[config.mk]
export PLATFORM = sky130hd
export DESIGN_NAME = bpsd_parser
export DESIGN_NICKNAME = d
export VERILOG_FILES = /design/src/hdl/bpsd_pkg.sv /design/src/hdl/bpsd_parser.sv
export SDC_FILE = /design/constraint.sdc
export NUM_CORES = 1
export LEC_CHECK = 0
export BUFFER_PORTS_ARGS = -buffer_cell sky130_fd_sc_hd__buf_2
export CAP_MARGIN = 40
export CORE_UTILIZATION = 63
export CTS_BUF_LIST = sky130_fd_sc_hd__clkbuf_4
export CTS_CLUSTER_SIZE = 12
export DETAILED_ROUTE_END_ITERATION = 10
export GPL_ROUTABILITY_DRIVEN = 0
export PLACE_DENSITY = 0.84
export SLEW_MARGIN = 20
export SYNTH_ARGS = -nofsm -noshare
export SYNTH_HDL_FRONTEND = slang
export SYNTH_SLANG_ARGS = --single-unit
[constraint.sdc]
create_clock -name clock -period 37.3 [get_ports clock]
set_clock_uncertainty 0.05 [all_clocks]
set_input_delay 5.595 -clock clock [delete_from_list [all_inputs] [get_ports clock]]
set_output_delay 5.595 -clock clock [all_outputs]
set_load 0.01 [all_outputs]
[src/hdl/bpsd_pkg.sv]
// ----------------------------------------------------------------------------
// bpsd_pkg
// types and constants shared by the bmp pixel stream decoder
// ----------------------------------------------------------------------------
package bpsd_pkg;

   localparam int MAX_DIMENSION   = 4096;
   localparam int PALETTE_ENTRIES = 256;

   localparam logic [1:0] OP_PIXEL   = 2'd0;
   localparam logic [1:0] OP_PALETTE = 2'd1;
   localparam logic [1:0] OP_START   = 2'd2;

   localparam logic [1:0] DEPTH_4BIT  = 2'd0;
   localparam logic [1:0] DEPTH_8BIT  = 2'd1;
   localparam logic [1:0] DEPTH_24BIT = 2'd2;

   localparam logic [1:0] REG_DEPTH  = 2'd0;
   localparam logic [1:0] REG_RLE    = 2'd1;
   localparam logic [1:0] REG_WIDTH  = 2'd2;
   localparam logic [1:0] REG_HEIGHT = 2'd3;

   localparam logic [7:0] ESC_EOL   = 8'd0;
   localparam logic [7:0] ESC_EOB   = 8'd1;
   localparam logic [7:0] ESC_DELTA = 8'd2;

   // parser phase; for 24-bit data the first three double as the byte counter
   typedef enum logic [5:0] {
      PH_IDLE = 6'b000001,
      PH_RUN  = 6'b000010,
      PH_ESC  = 6'b000100,
      PH_DX   = 6'b001000,
      PH_DY   = 6'b010000,
      PH_ABS  = 6'b100000
   } phase_type;

   typedef struct packed {
      logic [1:0]  depth;
      logic        rle;
      logic [12:0] width;
      logic [12:0] height;
   } cfg_type;

   typedef struct packed {
      logic        emit;
      logic [11:0] row;
      logic [11:0] col;
      logic [7:0]  len;
      logic        done;
      logic        direct;
      logic [23:0] color;
      logic [7:0]  even_idx;
      logic [7:0]  odd_idx;
   } span_type;

endpackage

[src/hdl/bpsd_parser.sv]
// ----------------------------------------------------------------------------
// bpsd_parser
// byte parser for raw and rle rows, tracks position and builds spans
// ----------------------------------------------------------------------------
module bpsd_parser (
   input  logic               clock,
   input  logic               reset,
   input  logic               fire,
   input  logic [1:0]         op,
   input  logic [7:0]         data_byte,
   input  bpsd_pkg::cfg_type  cfg,
   output bpsd_pkg::span_type span
);
   bpsd_pkg::phase_type phase_ff, phase_in;
   logic [15:0] col_ff, col_in, line_ff, line_in;
   logic [8:0]  left_ff, left_in;
   logic [7:0]  abs_ff, abs_in;
   logic [15:0] rbc_ff, rbc_in;
   logic [7:0]  blue_ff, blue_in, green_ff, green_in;
   logic        fin_ff, fin_in;

   logic [15:0] w, h, dbytes, rbytes, span_col;
   logic [16:0] rbc_next, sum;
   logic [1:0]  depth;
   logic        four, do_span, raw, eob, direct, row_end, span_ok, done;
   logic [8:0]  cnt, data, tot, idx;
   logic [9:0]  n;
   logic [15:0] room, len16;
   logic [23:0] color;
   logic [7:0]  ei, oi;

   always_comb begin
      w = (cfg.width == 13'd0) ? 16'd1 :
          ({3'd0, cfg.width} > 16'(bpsd_pkg::MAX_DIMENSION)) ?
          16'(bpsd_pkg::MAX_DIMENSION) : {3'd0, cfg.width};
      h = (cfg.height == 13'd0) ? 16'd1 :
          ({3'd0, cfg.height} > 16'(bpsd_pkg::MAX_DIMENSION)) ?
          16'(bpsd_pkg::MAX_DIMENSION) : {3'd0, cfg.height};
      depth = (cfg.depth == 2'd3) ? bpsd_pkg::DEPTH_24BIT : cfg.depth;
      four  = depth == bpsd_pkg::DEPTH_4BIT;
      unique case (depth)
         bpsd_pkg::DEPTH_4BIT: dbytes = 16'((17'(w) + 17'd1) >> 1);
         bpsd_pkg::DEPTH_8BIT: dbytes = w;
         default:              dbytes = w + {w[14:0], 1'b0};
      endcase
      rbytes   = (dbytes + 16'd3) & ~16'd3;
      rbc_next = 17'(rbc_ff) + 17'd1;
      data     = four ? 9'((10'(abs_ff) + 10'd1) >> 1) : {1'b0, abs_ff};
      tot      = data + {8'd0, data[0]};
      idx      = (left_ff <= tot) ? tot - left_ff : tot;
      n        = {2'd0, abs_ff} - {idx, 1'b0};

      phase_in = phase_ff;
      col_in   = col_ff;
      line_in  = line_ff;
      left_in  = left_ff;
      abs_in   = abs_ff;
      rbc_in   = rbc_ff;
      blue_in  = blue_ff;
      green_in = green_ff;
      fin_in   = fin_ff;
      cnt      = 9'd0;
      do_span  = 1'b0;
      raw      = 1'b0;
      eob      = 1'b0;
      direct   = 1'b0;
      row_end  = 1'b0;
      color    = 24'd0;
      ei       = data_byte;
      oi       = data_byte;
      sum      = 17'd0;

      if (four) begin
         ei = {4'd0, data_byte[7:4]};
         oi = {4'd0, data_byte[3:0]};
      end

      if (op == bpsd_pkg::OP_START) begin
         phase_in = bpsd_pkg::PH_IDLE;
         col_in   = '0;
         line_in  = '0;
         left_in  = '0;
         abs_in   = '0;
         rbc_in   = '0;
         blue_in  = '0;
         green_in = '0;
         fin_in   = 1'b0;
      end else if (op == bpsd_pkg::OP_PIXEL && !fin_ff) begin
         if (cfg.rle && depth != bpsd_pkg::DEPTH_24BIT) begin
            unique case (phase_ff)
               bpsd_pkg::PH_RUN: begin
                  cnt      = left_ff;
                  do_span  = 1'b1;
                  left_in  = '0;
                  phase_in = bpsd_pkg::PH_IDLE;
               end
               bpsd_pkg::PH_ESC: begin
                  phase_in = bpsd_pkg::PH_IDLE;
                  if (data_byte == bpsd_pkg::ESC_EOL) begin
                     col_in  = '0;
                     line_in = (line_ff == 16'hFFFF) ? line_ff : line_ff + 16'd1;
                  end else if (data_byte == bpsd_pkg::ESC_EOB) begin
                     fin_in = 1'b1;
                     eob    = 1'b1;
                     direct = 1'b1;
                  end else if (data_byte == bpsd_pkg::ESC_DELTA) begin
                     phase_in = bpsd_pkg::PH_DX;
                  end else begin
                     abs_in   = data_byte;
                     left_in  = (four ? 9'((10'(data_byte) + 10'd1) >> 1)
                                      : {1'b0, data_byte});
                     left_in  = left_in + {8'd0, left_in[0]};
                     phase_in = bpsd_pkg::PH_ABS;
                  end
               end
               bpsd_pkg::PH_DX: begin
                  sum      = 17'(col_ff) + 17'(data_byte);
                  col_in   = sum[16] ? 16'hFFFF : sum[15:0];
                  phase_in = bpsd_pkg::PH_DY;
               end
               bpsd_pkg::PH_DY: begin
                  sum      = 17'(line_ff) + 17'(data_byte);
                  line_in  = sum[16] ? 16'hFFFF : sum[15:0];
                  phase_in = bpsd_pkg::PH_IDLE;
               end
               bpsd_pkg::PH_ABS: begin
                  left_in = (left_ff != 9'd0) ? left_ff - 9'd1 : left_ff;
                  if (left_in == 9'd0) begin
                     phase_in = bpsd_pkg::PH_IDLE;
                  end
                  if (idx < data) begin
                     do_span = 1'b1;
                     cnt     = four ? ((n > 10'd2) ? 9'd2 : n[8:0]) : 9'd1;
                  end
               end
               default: begin
                  if (data_byte != 8'd0) begin
                     left_in  = {1'b0, data_byte};
                     phase_in = bpsd_pkg::PH_RUN;
                  end else begin
                     phase_in = bpsd_pkg::PH_ESC;
                  end
               end
            endcase
         end else begin
            raw = 1'b1;
            if (rbc_ff < dbytes) begin
               if (depth == bpsd_pkg::DEPTH_4BIT) begin
                  cnt     = 9'd2;
                  do_span = 1'b1;
               end else if (depth == bpsd_pkg::DEPTH_8BIT) begin
                  cnt     = 9'd1;
                  do_span = 1'b1;
               end else if (phase_ff == bpsd_pkg::PH_IDLE) begin
                  blue_in  = data_byte;
                  phase_in = bpsd_pkg::PH_RUN;
               end else if (phase_ff == bpsd_pkg::PH_RUN) begin
                  green_in = data_byte;
                  phase_in = bpsd_pkg::PH_ESC;
               end else begin
                  color    = {data_byte, green_ff, blue_ff};
                  direct   = 1'b1;
                  phase_in = bpsd_pkg::PH_IDLE;
                  cnt      = 9'd1;
                  do_span  = 1'b1;
               end
            end
            rbc_in = rbc_next[15:0];
            if (rbc_next >= 17'(rbytes)) begin
               row_end = 1'b1;
            end
         end
      end

      // clip to the image width
      room     = w - col_ff;
      len16    = (col_ff < w) ? ((16'(cnt) < room) ? 16'(cnt) : room) : 16'd0;
      span_col = col_ff + len16;
      span_ok  = do_span && len16 != 16'd0 && line_ff < h;
      done     = raw && line_ff == h - 16'd1 && span_col >= w;
      if (do_span) begin
         col_in = span_col;
      end
      if (span_ok && done) begin
         fin_in = 1'b1;
      end
      if (row_end) begin
         rbc_in   = '0;
         col_in   = '0;
         line_in  = (line_ff == 16'hFFFF) ? line_ff : line_ff + 16'd1;
         phase_in = bpsd_pkg::PH_IDLE;
      end

      span.emit     = span_ok || eob;
      span.row      = eob ? 12'd0 : 12'(h - 16'd1 - line_ff);
      span.col      = eob ? 12'd0 : col_ff[11:0];
      span.len      = eob ? 8'd0 : len16[7:0];
      span.done     = eob || done;
      span.direct   = direct;
      span.color    = color;
      span.even_idx = ei;
      span.odd_idx  = oi;
   end

   always_ff @(posedge clock) begin
      if (reset) begin
         phase_ff <= bpsd_pkg::PH_IDLE;
         col_ff   <= '0;
         line_ff  <= '0;
         left_ff  <= '0;
         abs_ff   <= '0;
         rbc_ff   <= '0;
         blue_ff  <= '0;
         green_ff <= '0;
         fin_ff   <= 1'b0;
      end else if (fire) begin
         phase_ff <= phase_in;
         col_ff   <= col_in;
         line_ff  <= line_in;
         left_ff  <= left_in;
         abs_ff   <= abs_in;
         rbc_ff   <= rbc_in;
         blue_ff  <= blue_in;
         green_ff <= green_in;
         fin_ff   <= fin_in;
      end
   end

endmodule

* Word level (Yosys, flattened, before mapping)
Cells that the tools add are included. Widths: inputs -> output; s select.
Word-level totals: register bits 88, bits in latches 0, memory bits (writable) 0, memory bits (read-only) 0, input port bits 42, output and inout port bits 75, logic and storage cells 256, memories 0
Operators by class: $add $sub $neg 18, $mul 0, divide/modulo/power cells 0, magnitude comparators 11, equality and inequality tests 32, shift operators 0, mux-type cells 138, bitwise gates (word level) 0, reductions and logical operators 48
Operators with widths (count):
- $mux 16 | 20
- $mux 8 | 27
- $mux 24 | 8
- $mux 9 | 15
- $mux 6 | 11
- $pmux 16 s2 | 2
- $mux 13 | 4
- $mux 1 | 38
- $pmux 9 s4 | 1
- $add 16x8->17 | 2
- $lt 16x13->1 | 2
- $pmux 15 s2 | 1
- $gt 13x13->1 const B | 2
- $logic_not 13->1 | 2
- $mux 12 | 2
- $pmux 6 s4 | 1
- $add 8x1->9 | 2
- $add 8x1->9 const B | 2
- $pmux 9 s2 | 1
- $reduce_bool 3->1 | 6
- $add 16x1->17 const B | 1
- $ge 17x16->1 | 1
- $add 16x1->16 const B | 1
- $add 16x16->16 | 1
- other kinds (55) | 94

* Longest topological paths before layout
word-level depth 25, depth in mapped cells 61, gate-level depth less buffers 61

* Worst setup path after synthesis
No wires, ideal clock.
kind input to output, start input cfg[25] (netlist name), end output span[41] (netlist name), data arrival time 15.188 ns, data required time 31.655 ns, setup slack 16.467 ns, stages on the path 58, buffers on the path 1, cells stage by stage clkbuf_1 clkinv_1 nand2_1 inv_1 ha_1 a21o_1 a21oi_1 o21bai_1 a21oi_1 o21ai_0 a21oi_1 o21bai_1 a21oi_1 nor2b_1 o21ai_0 nand2b_1 xnor2_1 a21oi_1 [22 not listed] maj3_2 a21oi_1 xnor2_1 ha_1 a21o_1 a21o_1 a21o_1 a21o_1 a21oi_1 nor2b_1 o21ai_0 nand2b_1 a21oi_1 nor2b_1 o21ai_0 o211ai_1 nor4b_2 o21bai_1
RTL lines:
- from (decl) | line bpsd_parser.sv:11 | input bpsd_pkg::cfg_type cfg,
- to (decl) | line bpsd_parser.sv:12 | output bpsd_pkg::span_type span

==> impl_metrics.json <==
{
  "status": "completed",
  "critical-path-top-delay-family": "compound AO/OA/AOI/OAI gates",
  "dieHeight_um": 148,
  "finalCritPeriodShare_pct": 61.4,
  "core_area_sq_mm": 0.0210,
  "syn_to_final_growth_pct": 6.36,
  "clock_latency_ns": 0.52,
  "initial_core_util_pct": 64.1,
  "synth.avg_cell_area_sq_um": 7.12,
  "synth.most_common_cell": "nor2_1",
  "final-setup-viol-count": 0,
  "setup_slack_ns": 14.38,
  "row_count": 53,
  "crit_path_start_kind": "input pin",
  "ant_nets": 0,
  "num_io_pins": 117,
  "syn-cell-area_sq_mm": 0.0135,
  "critPathRequiredTime_ns": 31.65,
  "final_hold_viol_count": 0,
  "fillCellCount": 1776,
  "grt_pass1_wl_um": 64100,
  "dieArea_sq_mm": 0.0220,
  "grt_usage_pct": 35.9,
  "cp_data_arrival_time_ns": 17.27,
  "power_density_mw_per_mm2": 21.8,
  "ir_drop_mv": 0.0172,
  "dp_hpwl_um": 32100,
  "rsz0062_at_grt": "false",
  "hold_ws_ns": 0.467,
  "ys_types": 104,
  "cp_max_fo": 9,
  "synthTopCellsByArea": "ha_1, dfxtp_1, xnor2_1",
  "cp.depth": 61,
  "crit_top_cell": "a21o_1",
  "synthFlopType": "dfxtp_1",
  "cts_root_buffer": "clkbuf_4",
  "layout-drive-gt1-share_pct": 9.82,
  "finalCriticalPeriod_ns": 22.92,
  "cpMaxStageDelayCell": "or4_1",
  "via_per_inst": 6.53,
  "cts_tree": "done",
  "ys_warn_count": 0,
  "synth_common_cells": "nor2_1, ha_1, nand2_1",
  "cts_buffers": 9,
  "synth_compound_area_share_pct": 24.8,
  "worst_pin_slew_ns": 0.951,
  "dp_slack_ns": 14.66,
  "nNetsFinal": 2172,
  "first_pass_iters": 6,
  "synthAdderAreaFrac_pct": 16.3,
  "fmax_ghz": 0.0436,
  "drtIter0Drc": 1476,
  "grt_max_degree": 83,
  "synth_enable_flop_cells": 0,
  "cts_hold_buf": 0,
  "final.setup.tns_ns": 0,
  "hold_path_class": "flip-flop to flip-flop",
  "synth_mux_area_share_pct": 2.85,
  "slowest_delay_ns": 0.54,
  "synthSimpleGateAreaFrac_pct": 28.1,
  "grt_pass1_vias": 13400,
  "clk_path_buf_depth": 2,
  "cp_num_buf_inv": 5,
  "slew_viol_final": 0,
  "ys_seq_elements": 88,
  "clock-sinks": 88,
  "hold_path_depth": 2,
  "synthArstFlopShare_pct": 0,
  "rr_worst_depth": 55,
  "critical_path_class": "input pin to output pin",
  "synthCells": 1892,
  "post_cts.repair.setup_buffers": 0,
  "cts_resized": 0,
  "synth_top_area_share_pct": 15.1,
  "synth_top_family_by_area": "simple AND/OR/NAND/NOR gates",
  "fp.dieW_um": 148,
  "synthXorXnorAreaFrac_pct": 8.39,
  "htree_num_levels": 3,
  "grt-ovfl-total": 0,
  "antenna_found_initial": 1,
  "wl_per_cell_um": 18.1,
  "routed_wl_um": 40600,
  "seq_area_frac_synth_pct": 13.1,
  "via_count": 14600,
  "cts.clk_slew.worst_paths_ns": 0.16,
  "yosys.area.top_type": "ha_1",
  "endpoint_kind": "output pin",
  "placement.io_buffers": 116,
  "p_leak_uw": 0.00644,
  "max_slew_margin_pct": 36.5,
  "drv_cap": 0,
  "drc": 0
}
flip-flops by register name (all words and copies together), names as in the netlist:
register,count
abs_ff,8
blue_ff,8
col_ff,16
fin_ff,1
green_ff,8
left_ff,9
line_ff,16
phase_ff,6
rbc_ff,16
cell usage in the layout (no fill, tap or decap), types with 43 or more instances in the layout:
| master | count |
|---|---|
| nand2_1 | 160 |
| dfxtp_1 | 88 |
| a21oi_1 | 153 |
| a21o_1 | 45 |
| xnor2_1 | 90 |
| buf_2 | 117 |
| inv_1 | 123 |
| nor3_1 | 52 |
| o21ai_0 | 98 |
| nor2b_1 | 43 |
| ha_1 | 163 |
| nor2_1 | 201 |
| nand3_1 | 44 |
cells by family (layout without fill, tap and decap cells):
kind of cell	after synthesis	in the layout
buffers and inverters	209	277
other	1	7
and+or+nand+nor	740	740
DFF	88	88
AOI/OAI and AO/OA	516	516
xor gates and xnor gates	129	129
muxes	38	38
adders and majority gates	171	171
metal layers:
layer  part of all wire (%)  global-route usage [%]
met5                      0                       0
met4                    5.5                    21.0
met3                    9.1                    5.46
met2                     46                    59.2
met1                     40                    44.2
power by group:
part	leakage (uW)	total [uW]	switching, uW	internal (uW)
combinational	0.00565	153	91.7	61.1
clock	0.0000750	62.1	41.1	21.0
sequential	0.000711	98.1	2.51	95.5
total	0.00644	313	135	178
worst register-to-register path: cells and delay by family (launching register included):
family,cells,cell delay [ns]
AO/OA/AOI/OAI,23,4.24
AND/OR/NAND/NOR,17,3.52
adder cells (fa/ha/maj),8,2.14
flip-flops,1,0.46
XOR/XNOR,2,0.40
buffers and inverters,4,0.39
multiplexers,1,0.15
cell type report:
class,instances,area (sq um),area share [%]
clock inverter,7,76.3,0.533
antenna,1,2.50,0.0175
inverter,125,469,3.27
clock buffer,9,67.6,0.472
timing repair buffer,136,744,5.20
tap,275,344,2.40
multi-input combinational,1600,10900,75.8
sequential,88,1760,12.3
through the flow:
| step | instance area [sq um] | total power [uW] | cells | utilization (%) |
|---|---|---|---|---|
| floorplan | 13500 | 212 | 1897 | - |
| global placement | 14100 | 243 | 2216 | 67.1 |
| detailed placement | 14100 | 247 | 2222 | 67.3 |
| CTS | 14300 | 309 | 2238 | 68.0 |
| global route | 14300 | 332 | 2241 | 68.2 |
| finish | 14300 | 313 | 2241 | 68.2 |
worst paths after layout:
kind / from / endpoint / slack (ns)
setup / recovery: cfg[14] / span[41] / 14.38
hold / removal: green_ff[2] / green_ff[2] / 0.47
setup reg to reg: abs_ff[0] / fin_ff / 25.85
hold reg to reg: green_ff[2] / green_ff[2] / 0.47
(Power assumes the default switching activity.)
